`config.mk`:
```
export PLATFORM = sky130hd
export DESIGN_NAME = i2c_master_bit_engine
export DESIGN_NICKNAME = d
export VERILOG_FILES = /design/src/hdl/i2cmbe_pkg.sv /design/src/hdl/i2cmbe_front.sv /design/src/hdl/i2cmbe_queue.sv /design/src/hdl/i2cmbe_back.sv /design/src/hdl/i2c_master_bit_engine.sv
export SDC_FILE = /design/constraint.sdc
export NUM_CORES = 1
export LEC_CHECK = 0
export BUFFER_PORTS_ARGS = -buffer_cell sky130_fd_sc_hd__buf_4
export CORE_ASPECT_RATIO = 1.5
export CORE_UTILIZATION = 40
export CTS_BUF_LIST = sky130_fd_sc_hd__clkbuf_8
export DETAILED_ROUTE_END_ITERATION = 7
export GPL_TIMING_DRIVEN = 0
export SYNTH_ARGS = -nofsm -noshare
export SYNTH_HDL_FRONTEND = slang
export SYNTH_SLANG_ARGS = --single-unit
```
`constraint.sdc`:
```
create_clock -name clk_i -period 7.8 [get_ports clk_i]
set_input_delay 0.39 -clock clk_i [delete_from_list [all_inputs] [get_ports clk_i]]
set_output_delay 0.39 -clock clk_i [all_outputs]
set_load 0.02 [all_outputs]
```
`src/hdl/i2cmbe_pkg.sv`:
```
// shared types, constants and helpers for the i2c master bit engine
`default_nettype none

package i2cmbe_pkg;

  // phase counter width and its saturation value
  localparam int unsigned CntW = 16;
  localparam logic [CntW-1:0] CntMax = '1;

  // configuration port
  localparam int unsigned CfgW    = 16;
  localparam int unsigned CfgIdxW = 2;
  localparam int unsigned ToW     = 8;

  localparam logic [CfgIdxW-1:0] CfgStartStopHold = 2'd0;
  localparam logic [CfgIdxW-1:0] CfgBitPhase      = 2'd1;
  localparam logic [CfgIdxW-1:0] CfgAckTimeout    = 2'd2;

  // reset values of the configuration registers
  localparam logic [CfgW-1:0] HoldRst    = 16'd4;
  localparam logic [CfgW-1:0] BitRst     = 16'd2;
  localparam logic [ToW-1:0]  TimeoutRst = 8'd250;

  // raw request codes on the input
  localparam logic [2:0] ReqStart = 3'd1;
  localparam logic [2:0] ReqStop  = 3'd2;
  localparam logic [2:0] ReqWrite = 3'd3;
  localparam logic [2:0] ReqRead  = 3'd4;
  localparam logic [2:0] ReqWait  = 3'd5;

  typedef enum logic [2:0] {
    CmdNone,
    CmdStart,
    CmdStop,
    CmdWrite,
    CmdRead,
    CmdWait
  } cmd_e;

  typedef struct packed {
    logic [2:0] req_type;
    logic [7:0] tx_byte;
    logic       send_ack;
    logic       sda_in;
  } in_t;

  typedef struct packed {
    logic       scl_level;
    logic       sda_pull_low;
    logic       busy_res;
    logic       done_res;
    logic [7:0] rx_byte;
    logic       ack_failed;
  } out_t;

  // classified tick as held in the queue
  typedef struct packed {
    cmd_e       cmd;
    logic [7:0] tx_byte;
    logic       send_ack;
    logic       sda_in;
  } tick_t;

  // phase length from a register: zero acts as one, large values saturate
  function automatic logic [CntW-1:0] load_len(logic [CfgW-1:0] v);
    logic [31:0] v32;
    logic [CntW-1:0] len;
    v32 = 32'(v);
    if (v32 == 32'd0) begin
      len = CntW'(1);
    end else if (v32 > 32'(CntMax)) begin
      len = CntMax;
    end else begin
      len = CntW'(v32);
    end
    return len;
  endfunction

endpackage

`default_nettype wire

```
`src/hdl/i2cmbe_front.sv`:
```
// front end: takes input transactions and classifies the request
`default_nettype none

module i2cmbe_front (
  input  wire  i2cmbe_pkg::in_t   in_data_i,
  input  logic                    in_valid_i,
  output logic                    in_ready_o,
  input  logic                    q_full_i,
  output logic                    push_o,
  output i2cmbe_pkg::tick_t       push_data_o
);

  i2cmbe_pkg::cmd_e cmd;

  always_comb begin
    case (in_data_i.req_type)
      i2cmbe_pkg::ReqStart: cmd = i2cmbe_pkg::CmdStart;
      i2cmbe_pkg::ReqStop:  cmd = i2cmbe_pkg::CmdStop;
      i2cmbe_pkg::ReqWrite: cmd = i2cmbe_pkg::CmdWrite;
      i2cmbe_pkg::ReqRead:  cmd = i2cmbe_pkg::CmdRead;
      i2cmbe_pkg::ReqWait:  cmd = i2cmbe_pkg::CmdWait;
      // no request and the unused codes all mean a plain tick
      default:              cmd = i2cmbe_pkg::CmdNone;
    endcase
  end

  assign in_ready_o = !q_full_i;
  assign push_o     = in_valid_i && !q_full_i;

  always_comb begin
    push_data_o.cmd      = cmd;
    push_data_o.tx_byte  = in_data_i.tx_byte;
    push_data_o.send_ack = in_data_i.send_ack;
    push_data_o.sda_in   = in_data_i.sda_in;
  end

endmodule

`default_nettype wire

```
`src/hdl/i2cmbe_queue.sv`:
```
// two-entry queue between the classifier and the bus engine
`default_nettype none

module i2cmbe_queue (
  input  logic                    clk_i,
  input  logic                    rst_ni,
  input  logic                    push_i,
  input  i2cmbe_pkg::tick_t       push_data_i,
  output logic                    full_o,
  output logic                    pop_valid_o,
  input  logic                    pop_i,
  output i2cmbe_pkg::tick_t       pop_data_o
);

  i2cmbe_pkg::tick_t mem_q [2];
  logic       wr_ptr_q, wr_ptr_d;
  logic       rd_ptr_q, rd_ptr_d;
  logic [1:0] cnt_q, cnt_d;

  assign full_o      = cnt_q == 2'd2;
  assign pop_valid_o = cnt_q != 2'd0;
  assign pop_data_o  = mem_q[rd_ptr_q];

  always_comb begin
    wr_ptr_d = push_i ? !wr_ptr_q : wr_ptr_q;
    rd_ptr_d = pop_i ? !rd_ptr_q : rd_ptr_q;
    cnt_d    = cnt_q + 2'(push_i) - 2'(pop_i);
  end

  always_ff @(posedge clk_i or negedge rst_ni) begin
    if (!rst_ni) begin
      wr_ptr_q <= 1'b0;
      rd_ptr_q <= 1'b0;
      cnt_q    <= 2'd0;
    end else begin
      wr_ptr_q <= wr_ptr_d;
      rd_ptr_q <= rd_ptr_d;
      cnt_q    <= cnt_d;
    end
  end

  always_ff @(posedge clk_i) begin
    if (push_i) begin
      mem_q[wr_ptr_q] <= push_data_i;
    end
  end

endmodule

`default_nettype wire

```
`src/hdl/i2cmbe_back.sv`:
```
// bus engine: phase sequencer, config registers and the result register
`default_nettype none

module i2cmbe_back (
  input  logic                                 clk_i,
  input  logic                                 rst_ni,
  input  logic                                 cfg_we_i,
  input  logic [i2cmbe_pkg::CfgIdxW-1:0]       cfg_idx_i,
  input  logic [i2cmbe_pkg::CfgW-1:0]          cfg_data_i,
  input  logic                                 pop_valid_i,
  input  i2cmbe_pkg::tick_t                    pop_data_i,
  output logic                                 pop_o,
  output logic                                 out_valid_o,
  input  logic                                 out_ready_i,
  output i2cmbe_pkg::out_t                     out_data_o
);

  typedef enum logic [4:0] {
    PhIdle, PhS1, PhS2, PhP1, PhP2, PhP3,
    PhWSet, PhWHigh, PhWHold,
    PhRLow, PhRHigh, PhALow, PhAHigh,
    PhKLow, PhKHigh, PhKPoll
  } phase_e;

  phase_e                        phase_q, phase_d;
  logic [2:0]                    idx_q, idx_d, idx_n;
  logic [7:0]                    shift_q, shift_d;
  logic [i2cmbe_pkg::CntW-1:0]   cnt_q, cnt_d;
  logic [i2cmbe_pkg::ToW-1:0]    ackw_q, ackw_d, lim;
  logic                          scl_q, scl_d;
  logic                          sda_q, sda_d;
  logic                          ack_flag_q, ack_flag_d;
  logic [7:0]                    rx_q, rx_d;
  logic                          fail_q, fail_d;
  logic                          saf_q, saf_d;
  logic                          done;

  logic [i2cmbe_pkg::CfgW-1:0]   hold_cfg_q, bit_cfg_q;
  logic [i2cmbe_pkg::ToW-1:0]    to_cfg_q;
  logic [i2cmbe_pkg::CntW-1:0]   hold_len, bit_len;

  logic                          out_valid_q;
  i2cmbe_pkg::out_t              out_q;
  logic                          fire;

  assign fire        = pop_valid_i && (!out_valid_q || out_ready_i);
  assign pop_o       = fire;
  assign out_valid_o = out_valid_q;
  assign out_data_o  = out_q;

  assign hold_len = i2cmbe_pkg::load_len(hold_cfg_q);
  assign bit_len  = i2cmbe_pkg::load_len(bit_cfg_q);
  assign lim      = (to_cfg_q == '0) ? i2cmbe_pkg::ToW'(1) : to_cfg_q;
  assign idx_n    = idx_q + 3'd1;

  always_comb begin
    phase_d    = phase_q;
    idx_d      = idx_q;
    shift_d    = shift_q;
    cnt_d      = cnt_q;
    ackw_d     = ackw_q;
    scl_d      = scl_q;
    sda_d      = sda_q;
    ack_flag_d = ack_flag_q;
    rx_d       = rx_q;
    fail_d     = fail_q;
    saf_d      = saf_q;
    done       = 1'b0;

    if (phase_q == PhIdle) begin
      case (pop_data_i.cmd)
        i2cmbe_pkg::CmdStart: begin
          phase_d = PhS1; scl_d = 1'b1; sda_d = 1'b0; cnt_d = hold_len;
        end
        i2cmbe_pkg::CmdStop: begin
          saf_d   = 1'b0;
          phase_d = PhP1; scl_d = 1'b0; sda_d = 1'b1; cnt_d = hold_len;
        end
        i2cmbe_pkg::CmdWrite: begin
          shift_d = pop_data_i.tx_byte;
          idx_d   = 3'd0;
          phase_d = PhWSet; scl_d = 1'b0; sda_d = !pop_data_i.tx_byte[7];
          cnt_d   = bit_len;
        end
        i2cmbe_pkg::CmdRead: begin
          shift_d    = 8'd0;
          idx_d      = 3'd0;
          ack_flag_d = pop_data_i.send_ack;
          phase_d    = PhRLow; scl_d = 1'b0; sda_d = 1'b0; cnt_d = bit_len;
        end
        i2cmbe_pkg::CmdWait: begin
          ackw_d  = '0;
          phase_d = PhKLow; scl_d = 1'b0; sda_d = 1'b0; cnt_d = bit_len;
        end
        default: ;
      endcase
    end else if (phase_q == PhKPoll) begin
      if (!pop_data_i.sda_in) begin
        fail_d  = 1'b0;
        phase_d = PhIdle; scl_d = 1'b0; sda_d = 1'b0; cnt_d = '0; done = 1'b1;
      end else begin
        ackw_d = ackw_q + 1'b1;
        // timeout: send a stop and flag the failure at its end
        if (ackw_d >= lim) begin
          saf_d   = 1'b1;
          phase_d = PhP1; scl_d = 1'b0; sda_d = 1'b1; cnt_d = hold_len;
        end
      end
    end else if (cnt_q > i2cmbe_pkg::CntW'(1)) begin
      cnt_d = cnt_q - 1'b1;
    end else begin
      case (phase_q)
        PhS1: begin phase_d = PhS2; scl_d = 1'b1; sda_d = 1'b1; cnt_d = hold_len; end
        PhS2: begin
          phase_d = PhIdle; scl_d = 1'b0; sda_d = 1'b1; cnt_d = '0; done = 1'b1;
        end
        PhP1: begin phase_d = PhP2; scl_d = 1'b1; sda_d = 1'b1; cnt_d = hold_len; end
        PhP2: begin phase_d = PhP3; scl_d = 1'b1; sda_d = 1'b0; cnt_d = hold_len; end
        PhP3: begin
          if (saf_q) fail_d = 1'b1;
          saf_d   = 1'b0;
          phase_d = PhIdle; scl_d = 1'b1; sda_d = 1'b0; cnt_d = '0; done = 1'b1;
        end
        PhWSet:  begin phase_d = PhWHigh; scl_d = 1'b1; cnt_d = bit_len; end
        PhWHigh: begin phase_d = PhWHold; scl_d = 1'b0; cnt_d = bit_len; end
        PhWHold: begin
          if (idx_q == 3'd7) begin
            phase_d = PhIdle; scl_d = 1'b0; cnt_d = '0; done = 1'b1;
          end else begin
            idx_d   = idx_n;
            // msb first: bit 7 - n is bit ~n of the byte
            phase_d = PhWSet; scl_d = 1'b0; sda_d = !shift_q[~idx_n];
            cnt_d   = bit_len;
          end
        end
        PhRLow: begin phase_d = PhRHigh; scl_d = 1'b1; sda_d = 1'b0; cnt_d = bit_len; end
        PhRHigh: begin
          shift_d = {shift_q[6:0], pop_data_i.sda_in};
          if (idx_q == 3'd7) begin
            phase_d = PhALow; scl_d = 1'b0; sda_d = ack_flag_q; cnt_d = bit_len;
          end else begin
            idx_d   = idx_n;
            phase_d = PhRLow; scl_d = 1'b0; sda_d = 1'b0; cnt_d = bit_len;
          end
        end
        PhALow: begin phase_d = PhAHigh; scl_d = 1'b1; cnt_d = bit_len; end
        PhAHigh: begin
          rx_d    = shift_q;
          phase_d = PhIdle; scl_d = 1'b0; cnt_d = '0; done = 1'b1;
        end
        PhKLow: begin phase_d = PhKHigh; scl_d = 1'b1; sda_d = 1'b0; cnt_d = bit_len; end
        PhKHigh: begin
          phase_d = PhKPoll; scl_d = 1'b1; sda_d = 1'b0; cnt_d = i2cmbe_pkg::CntW'(1);
        end
        default: begin
          phase_d = PhIdle; cnt_d = '0; done = 1'b1;
        end
      endcase
    end
  end

  always_ff @(posedge clk_i or negedge rst_ni) begin
    if (!rst_ni) begin
      phase_q     <= PhIdle;
      idx_q       <= 3'd0;
      shift_q     <= 8'd0;
      cnt_q       <= '0;
      ackw_q      <= '0;
      scl_q       <= 1'b1;
      sda_q       <= 1'b0;
      ack_flag_q  <= 1'b0;
      rx_q        <= 8'd0;
      fail_q      <= 1'b0;
      saf_q       <= 1'b0;
      out_valid_q <= 1'b0;
    end else begin
      if (fire) begin
        phase_q    <= phase_d;
        idx_q      <= idx_d;
        shift_q    <= shift_d;
        cnt_q      <= cnt_d;
        ackw_q     <= ackw_d;
        scl_q      <= scl_d;
        sda_q      <= sda_d;
        ack_flag_q <= ack_flag_d;
        rx_q       <= rx_d;
        fail_q     <= fail_d;
        saf_q      <= saf_d;
      end
      if (fire) begin
        out_valid_q <= 1'b1;
      end else if (out_ready_i) begin
        out_valid_q <= 1'b0;
      end
    end
  end

  always_ff @(posedge clk_i or negedge rst_ni) begin
    if (!rst_ni) begin
      hold_cfg_q <= i2cmbe_pkg::HoldRst;
      bit_cfg_q  <= i2cmbe_pkg::BitRst;
      to_cfg_q   <= i2cmbe_pkg::TimeoutRst;
    end else if (cfg_we_i) begin
      case (cfg_idx_i)
        i2cmbe_pkg::CfgStartStopHold: hold_cfg_q <= cfg_data_i;
        i2cmbe_pkg::CfgBitPhase:      bit_cfg_q  <= cfg_data_i;
        i2cmbe_pkg::CfgAckTimeout:    to_cfg_q   <= cfg_data_i[i2cmbe_pkg::ToW-1:0];
        default: ;
      endcase
    end
  end

  always_ff @(posedge clk_i) begin
    if (fire) begin
      out_q.scl_level    <= scl_d;
      out_q.sda_pull_low <= sda_d;
      out_q.busy_res     <= phase_d != PhIdle;
      out_q.done_res     <= done;
      out_q.rx_byte      <= rx_d;
      out_q.ack_failed   <= fail_d;
    end
  end

endmodule

`default_nettype wire

```
`src/hdl/i2c_master_bit_engine.sv`:
```
// top level: tick classifier, two-entry queue and i2c bus engine
// an accepted tick is written to the queue, then its result is registered in the engine's result register
// throughput: one tick per cycle, held back only by the result side stalling
// the engine's phase counter runs in ticks, not clock cycles
// reset: bus released (scl high, sda not pulled), engine idle, registers at defaults
// no memory clearing after reset: the block is ready on the first cycle
`default_nettype none

module i2c_master_bit_engine (
  input  logic                             clk_i,
  input  logic                             rst_ni,
  input  logic                             in_valid_i,
  output logic                             in_ready_o,
  input  i2cmbe_pkg::in_t                  in_data_i,
  output logic                             out_valid_o,
  input  logic                             out_ready_i,
  output i2cmbe_pkg::out_t                 out_data_o,
  input  logic                             cfg_we_i,
  input  logic [i2cmbe_pkg::CfgIdxW-1:0]   cfg_idx_i,
  input  logic [i2cmbe_pkg::CfgW-1:0]      cfg_data_i
);

  logic              q_full, push, pop_valid, pop;
  i2cmbe_pkg::tick_t push_data, pop_data;

  i2cmbe_front u_front (
    .in_data_i   (in_data_i),
    .in_valid_i  (in_valid_i),
    .in_ready_o  (in_ready_o),
    .q_full_i    (q_full),
    .push_o      (push),
    .push_data_o (push_data)
  );

  i2cmbe_queue u_queue (
    .clk_i       (clk_i),
    .rst_ni      (rst_ni),
    .push_i      (push),
    .push_data_i (push_data),
    .full_o      (q_full),
    .pop_valid_o (pop_valid),
    .pop_i       (pop),
    .pop_data_o  (pop_data)
  );

  i2cmbe_back u_back (
    .clk_i       (clk_i),
    .rst_ni      (rst_ni),
    .cfg_we_i    (cfg_we_i),
    .cfg_idx_i   (cfg_idx_i),
    .cfg_data_i  (cfg_data_i),
    .pop_valid_i (pop_valid),
    .pop_data_i  (pop_data),
    .pop_o       (pop),
    .out_valid_o (out_valid_o),
    .out_ready_i (out_ready_i),
    .out_data_o  (out_data_o)
  );

endmodule

`default_nettype wire

```
# [Word-level counts from Yosys, hierarchy flattened]
# Memory sizes are Yosys's and may differ from the RTL's.
# Index checks and enable logic that the tools add are counted.
[op_classes] reduce_logical=44 addsub=5 n_eq_ne=41 n_bitwise=1 n_mux=80 n_lt_le_gt_ge=3
[op_table] op="16-bit two-way mux" count=8
[op_table] op="8-bit two-way mux" count=13
[op_table] op="16-bit one-hot mux with 4 select lines" count=1
[op_table] op="5-bit one-hot mux with 11 select lines" count=1
[op_table] op="5-bit by 4-bit equality test with 1-bit output (second input constant)" count=8
[op_table] op="1-bit two-way mux" count=34
[op_table] op="16-bit logical NOT" count=2
[op_table] op="16-bit one-hot mux with 2 select lines" count=1
[op_table] op="5-bit two-way mux" count=5
[op_table] op="5-bit one-hot mux with 5 select lines" count=1
[op_table] op="3-bit two-way mux" count=7
[op_table] op="5-bit by 3-bit equality test with 1-bit output (second input constant)" count=4
[op_table] op="16-bit by 1-bit greater-than comparator with 1-bit output (second input constant)" count=1
[op_table] op="8-bit one-hot mux with 2 select lines" count=1
[op_table] op="16-bit by 1-bit subtractor with 16-bit output (second input constant)" count=1
[op_table] op="3-bit equality test (second input constant)" count=5
[op_table] op="3-bit one-hot mux with 5 select lines" count=1
[op_table] op="3-bit by 2-bit equality test with 1-bit output (second input constant)" count=4
[op_table] op="6-bit AND reduction" count=2
[op_table] op="2-bit nonzero test" count=6
[op_table] op="3-bit OR reduction" count=4
[op_table] op="5-bit by 2-bit equality test with 1-bit output (second input constant)" count=2
[op_table] op="10-bit OR reduction" count=1
[op_table] op="5-bit OR reduction" count=2
[op_table] op="38 further kinds" count=59
[totals] ramBits=26 regBits=111 inputBits=36 elab_cells=199 out_inout_bits=15 mem_count=1
[mem_list] memory="u_queue.mem_q" depth=2 width=13 rd=1 rd_clocked_by_memory_dff=0 wr=1 line_no="i2cmbe_queue.sv:15" text="i2cmbe_pkg::tick_t mem_q [2];"

# [Longest topological paths before layout]
[logic_depth] depth_word=10 mapped_depth=12

# [By module]
# From an unflattened synthesis, not the netlist that was laid out.
[unflattened] hier_cells=698 hier_area_um2=7676.1
[by_module_without_submodules] mod="i2cmbe_back" cells_each=628 n_inst=1 area_per_inst_um2=6431.2
[by_module_without_submodules] mod="i2cmbe_queue" cells_each=55 n_inst=1 area_per_inst_um2=1137.3
[by_module_without_submodules] mod="i2cmbe_front" cells_each=15 n_inst=1 area_per_inst_um2=107.6

# [Worst setup path before layout]
# Ideal clock, no wire load.
[synth_path] path_type="reg-to-reg" from="register u_queue.cnt_q[1]" to="register u_queue.cnt_q[1]" synth_period_minus_slack_ns=2.712 arrival_ns=2.589 path_stages_with_launch=10 path_slack_ns=5.088 required_ns=7.677 path_cell_list="dfrtp_1 -> o21ai_0 -> buf_2 -> clkinv_1 -> clkbuf_1 -> ha_1 -> inv_1 -> ha_1 -> xnor2_1 -> xnor2_1"
[synth_lines] element="start: declaration" line_no="i2cmbe_queue.sv:18" text="logic [1:0] cnt_q, cnt_d;"
[synth_lines] element="start signal: assignment" line_no="i2cmbe_queue.sv:38" text="cnt_q <= cnt_d;"
[synth_lines] element="2-bit nonzero test" line_no="i2cmbe_queue.sv:21" text="assign pop_valid_o = cnt_q != 2'd0;"
[synth_lines] element="1-bit logical AND" line_no="i2cmbe_back.sv:46" text="assign fire = pop_valid_i && (!out_valid_q || out_ready_i);"
[synth_lines] element="net pop" line_no="i2c_master_bit_engine.sv:23" text="logic q_full, push, pop_valid, pop;"
[synth_lines] element="2-bit by 1-bit subtractor with 2-bit output" line_no="i2cmbe_queue.sv:27" text="cnt_d = cnt_q + 2'(push_i) - 2'(pop_i);"
[synth_lines] element="net u_queue.cnt_d[1]" line_no="i2cmbe_queue.sv:18"
# The timed path passes the listed nets, and every way through them passes these cells.
# A chain may end at the register's enable or synchronous reset.

# [Worst setup path in the final report]
# Ends and elaborated chain as after synthesis.

==> flow_metrics.py <==
metrics = {
    "run_status": {
        "outcome": "complete, no violations",
    },
    "logic_synthesis": {
        "synth_seq_cells": 137,
        "ys_types": 75,
        "synth_compound_area_share_pct": 16.0,
        "synth_commonest_cells": "dfrtp_1, nand2_1, mux2_2",
        "ys_seq_area_share_pct": 47.4,
        "yosys.area.top_type": "dfrtp_1",
        "synth_top_family_by_area": "compound AO/OA/AOI/OAI gates",
        "synth_warnings": 0,
        "synth_nets": 791,
        "synth_area_leaders": "dfrtp_1, edfxtp_1, mux2_2",
        "synth_top_area_share_pct": 29.0,
        "ys.flop_type": "dfrtp_1",
        "synth-xor-area-share_pct": 1.83,
        "synth_edf_count": 39,
        "synthAdderAreaFrac_pct": 2.45,
        "syn_avg_cell_area_um2": 10.4,
        "synthSimpleGateAreaFrac_pct": 15.6,
        "synth_mux_area_share_pct": 13.7,
        "syn_inst": 740,
        "synthArstFlopShare_pct": 71.5,
        "syn_area_mm2": 0.00767,
    },
    "power_and_ir_drop": {
        "p_switching_mw": 1.41,
        "switching_share_pct": 43.6,
        "totalPowerFinal_mw": 3.22,
        "pwr-share-seq_pct": 35.0,
        "p_comb_share_pct": 46.4,
        "leakage_nw": 3.66,
        "ir_drop_mv": 0.172,
        "powerDensity_mw_per_mm2": 366,
        "internal-power_mw": 1.82,
        "power_frac_clock_pct": 18.6,
    },
    "floorplanning": {
        "die_w_um": 115,
        "core.rowCount": 61,
        "start_util_pct": 41.0,
        "core_area_mm2": 0.0187,
        "dieArea_mm2": 0.0198,
        "ioPinCount": 51,
        "die_h_um": 172,
    },
    "sta": {
        "worst_pin_slew_ns": 1.24,
        "skew_ns": 0.0102,
        "rsz0062_at_grt": "no",
        "period_share_pct": 46.3,
        "tns_ns": 0,
        "final_max_slew_viol_count": 0,
        "setup_violations": 0,
        "min_period_ns": 3.61,
        "fin_hold_ws_ns": 0.108,
        "fmax_ghz": 0.277,
        "slew-limit-headroom_pct": 16.6,
        "setup_ws_ns": 4.19,
        "finalHoldViolCount": 0,
    },
    "setup_path": {
        "endpoint_kind": "flip-flop",
        "r2r_cells": 9,
        "crit_path_start_kind": "flip-flop",
        "cp_max_fo": 23,
        "critical_path_class": "flip-flop to flip-flop",
        "rrSetupSlack_ns": 4.19,
        "required_ns": 8.19,
        "rr_startpoint": "u_queue.cnt_q[1]",
        "worstPathArrival_ns": 4.00,
        "r2r-end": "u_queue.cnt_q[1]",
    },
    "grt": {
        "use_met1_pct": 25.8,
        "grt_first_pass_wirelength_mm": 35.1,
        "first_global_vias": 6373,
        "use_met3_pct": 3.59,
        "antenna_found_initial": 0,
        "top_usage_layer": "met2",
        "grt-ovfl-total": 0,
        "grt_use_total_pct": 24.1,
        "grt_max_degree": 99,
        "met2_usage_pct": 43.9,
    },
    "detailed_routing": {
        "wl_per_cell_um": 20.8,
        "num_vias": 6200,
        "drtIter0Drc": 394,
        "drc_errors": 0,
        "drt-vias-per-instance": 5.76,
        "wirelength_mm": 22.4,
        "drtAntennaViolNets": 0,
        "first_pass_iters": 5,
    },
    "placed_design": {
        "post-place-ws_ns": 4.10,
        "hpwl_mm": 16.6,
        "gp_congestion": 0.989,
        "place_area_mm2": 0.00837,
        "port_buffers": 50,
    },
    "cts": {
        "htreeDepth": 4,
        "numCtsBuffers": 17,
        "clkSlewWorstSetupHoldPaths_ns": 0.08,
        "cts_root_buf": "clkbuf_8",
        "tritoncts": "built",
        "insertion_delay_ns": 0.46,
        "clockBufferDepth": 2,
        "cts_setup_buffers": 0,
        "cts.sinks": 137,
    },
    "job": {
        "maxCapViolCount": 0,
    },
    "worst_hold_path": {
        "hold_class": "input port to flip-flop",
        "holdCritStartpoint": "in_data_i[3]",
        "hold_path_depth": 1,
        "hold_end": "u_queue.mem_q[0][3]",
    },
    "final_layout": {
        "syn_to_final_growth_pct": 14.7,
        "diodes": 0,
        "fillers": 1748,
        "final_cell_area_mm2": 0.00880,
        "final_layout_size_suffix_gt1_share_pct": 22.7,
        "fin_nets": 862,
    },
}
==> layout make-up <==
class / count / area [um2] / share of cell area, %
multi-input cells: 545 / 3800 / 43.2
flip-flops and latches: 137 / 3630 / 41.3
repair buffers: 52 / 417 / 4.73
well taps: 252 / 315 / 3.58
clock buffers: 17 / 234 / 2.66
clock inverters: 15 / 161 / 1.83
plain buffers: 37 / 161 / 1.83
inverters: 21 / 78.8 / 0.896
==> power groups by stage <==
| stage | clock network (mW) | logic (mW) | registers, mW |
|---|---|---|---|
| 2_1_floorplan | 0 | 1.01 | 1.11 |
| 3_3_place_gp | 0 | 1.46 | 1.13 |
| 3_5_place_dp | 0 | 1.48 | 1.14 |
| 4_1_cts | 0.611 | 1.49 | 1.13 |
| 5_1_grt | 0.644 | 1.62 | 1.15 |
| 6_report | 0.600 | 1.50 | 1.13 |
==> layout by cell type (no fill, tap or decap), drive strengths merged, types with 5 or more instances in the layout <==
master / Yosys / layout
nand2b: 8 / 8
clkbuf: 24 / 41
ha: 15 / 15
dfstp: 9 / 9
nand3b: 5 / 5
mux2i: 25 / 25
and3: 5 / 5
or3: 9 / 9
xnor2: 12 / 12
inv: 19 / 27
a22o: 12 / 12
nor2b: 7 / 7
a21oi: 44 / 44
or4: 6 / 6
a221oi: 5 / 5
o21ai: 55 / 55
mux2: 69 / 69
a221o: 5 / 5
dfrtp: 89 / 89
nor3: 19 / 19
edfxtp: 39 / 39
clkinv: 2 / 6
buf: 13 / 64
o31ai: 5 / 5
nand2: 91 / 91
nor2: 36 / 36
a2111oi: 6 / 6
a21o: 6 / 6
nand3: 19 / 19
nand4: 5 / 5
nor4: 13 / 13
==> state kept, by name (all words and copies together) (netlist names), 13 cells and up <==
signal and count:
u_back.hold_cfg_q 16, u_back.out_data_o 13, u_queue.mem_q 26, u_back.bit_cfg_q 16, u_back.cnt_q 16
==> worst max path at each step <==
stage	start	end	slack [ns]	cells after the start
floorplan	u_queue.cnt_q[1]	u_queue.cnt_q[1]	5.09	9
global placement	u_queue.cnt_q[1]	u_queue.cnt_q[1]	4.18	9
detailed placement	u_queue.cnt_q[1]	u_queue.cnt_q[1]	4.10	9
CTS	u_queue.cnt_q[1]	u_queue.cnt_q[1]	4.10	9
global route	u_queue.cnt_q[1]	u_queue.cnt_q[1]	3.91	9
finish	u_queue.cnt_q[1]	u_queue.cnt_q[1]	4.19	9
==> critical path, stage by stage (launching register included) <==
cell	delay, ns
dfrtp_1	0.42
o21ai_0	0.69
buf_2	0.38
clkinv_1	0.40
clkbuf_1	0.61
ha_1	0.51
inv_1	0.04
ha_1	0.18
xnor2_1	0.17
xnor2_1	0.13
==> kinds of logic after synthesis <==
family / count (synthesis)
simple gates: 235
buf+inv: 58
flops: 137
mux: 95
fa+ha+maj: 15
compound gates: 184
xor+xnor: 16
==> layer usage <==
layer  share of wire [%]  wire (um)
met1                  38       8540
met2                  53      11900
met3                 3.6        796
met4                 5.3       1190
met5                   0          0
==> timing repair <==
action	in CTS	in global routing
hold buffers	0	1
gates resized for setup	0	0
endpoints found under the hold margin	0	3
==> metrics by stage <==
stage	utilization [%]	instances
after detailed placement	44.7	1042
after global placement	44.7	1042
after CTS	46.9	1074
after global routing	47.1	1076
after floorplan	-	740
final	47.1	1076
No activity file was read; power rests on OpenSTA's default activity.
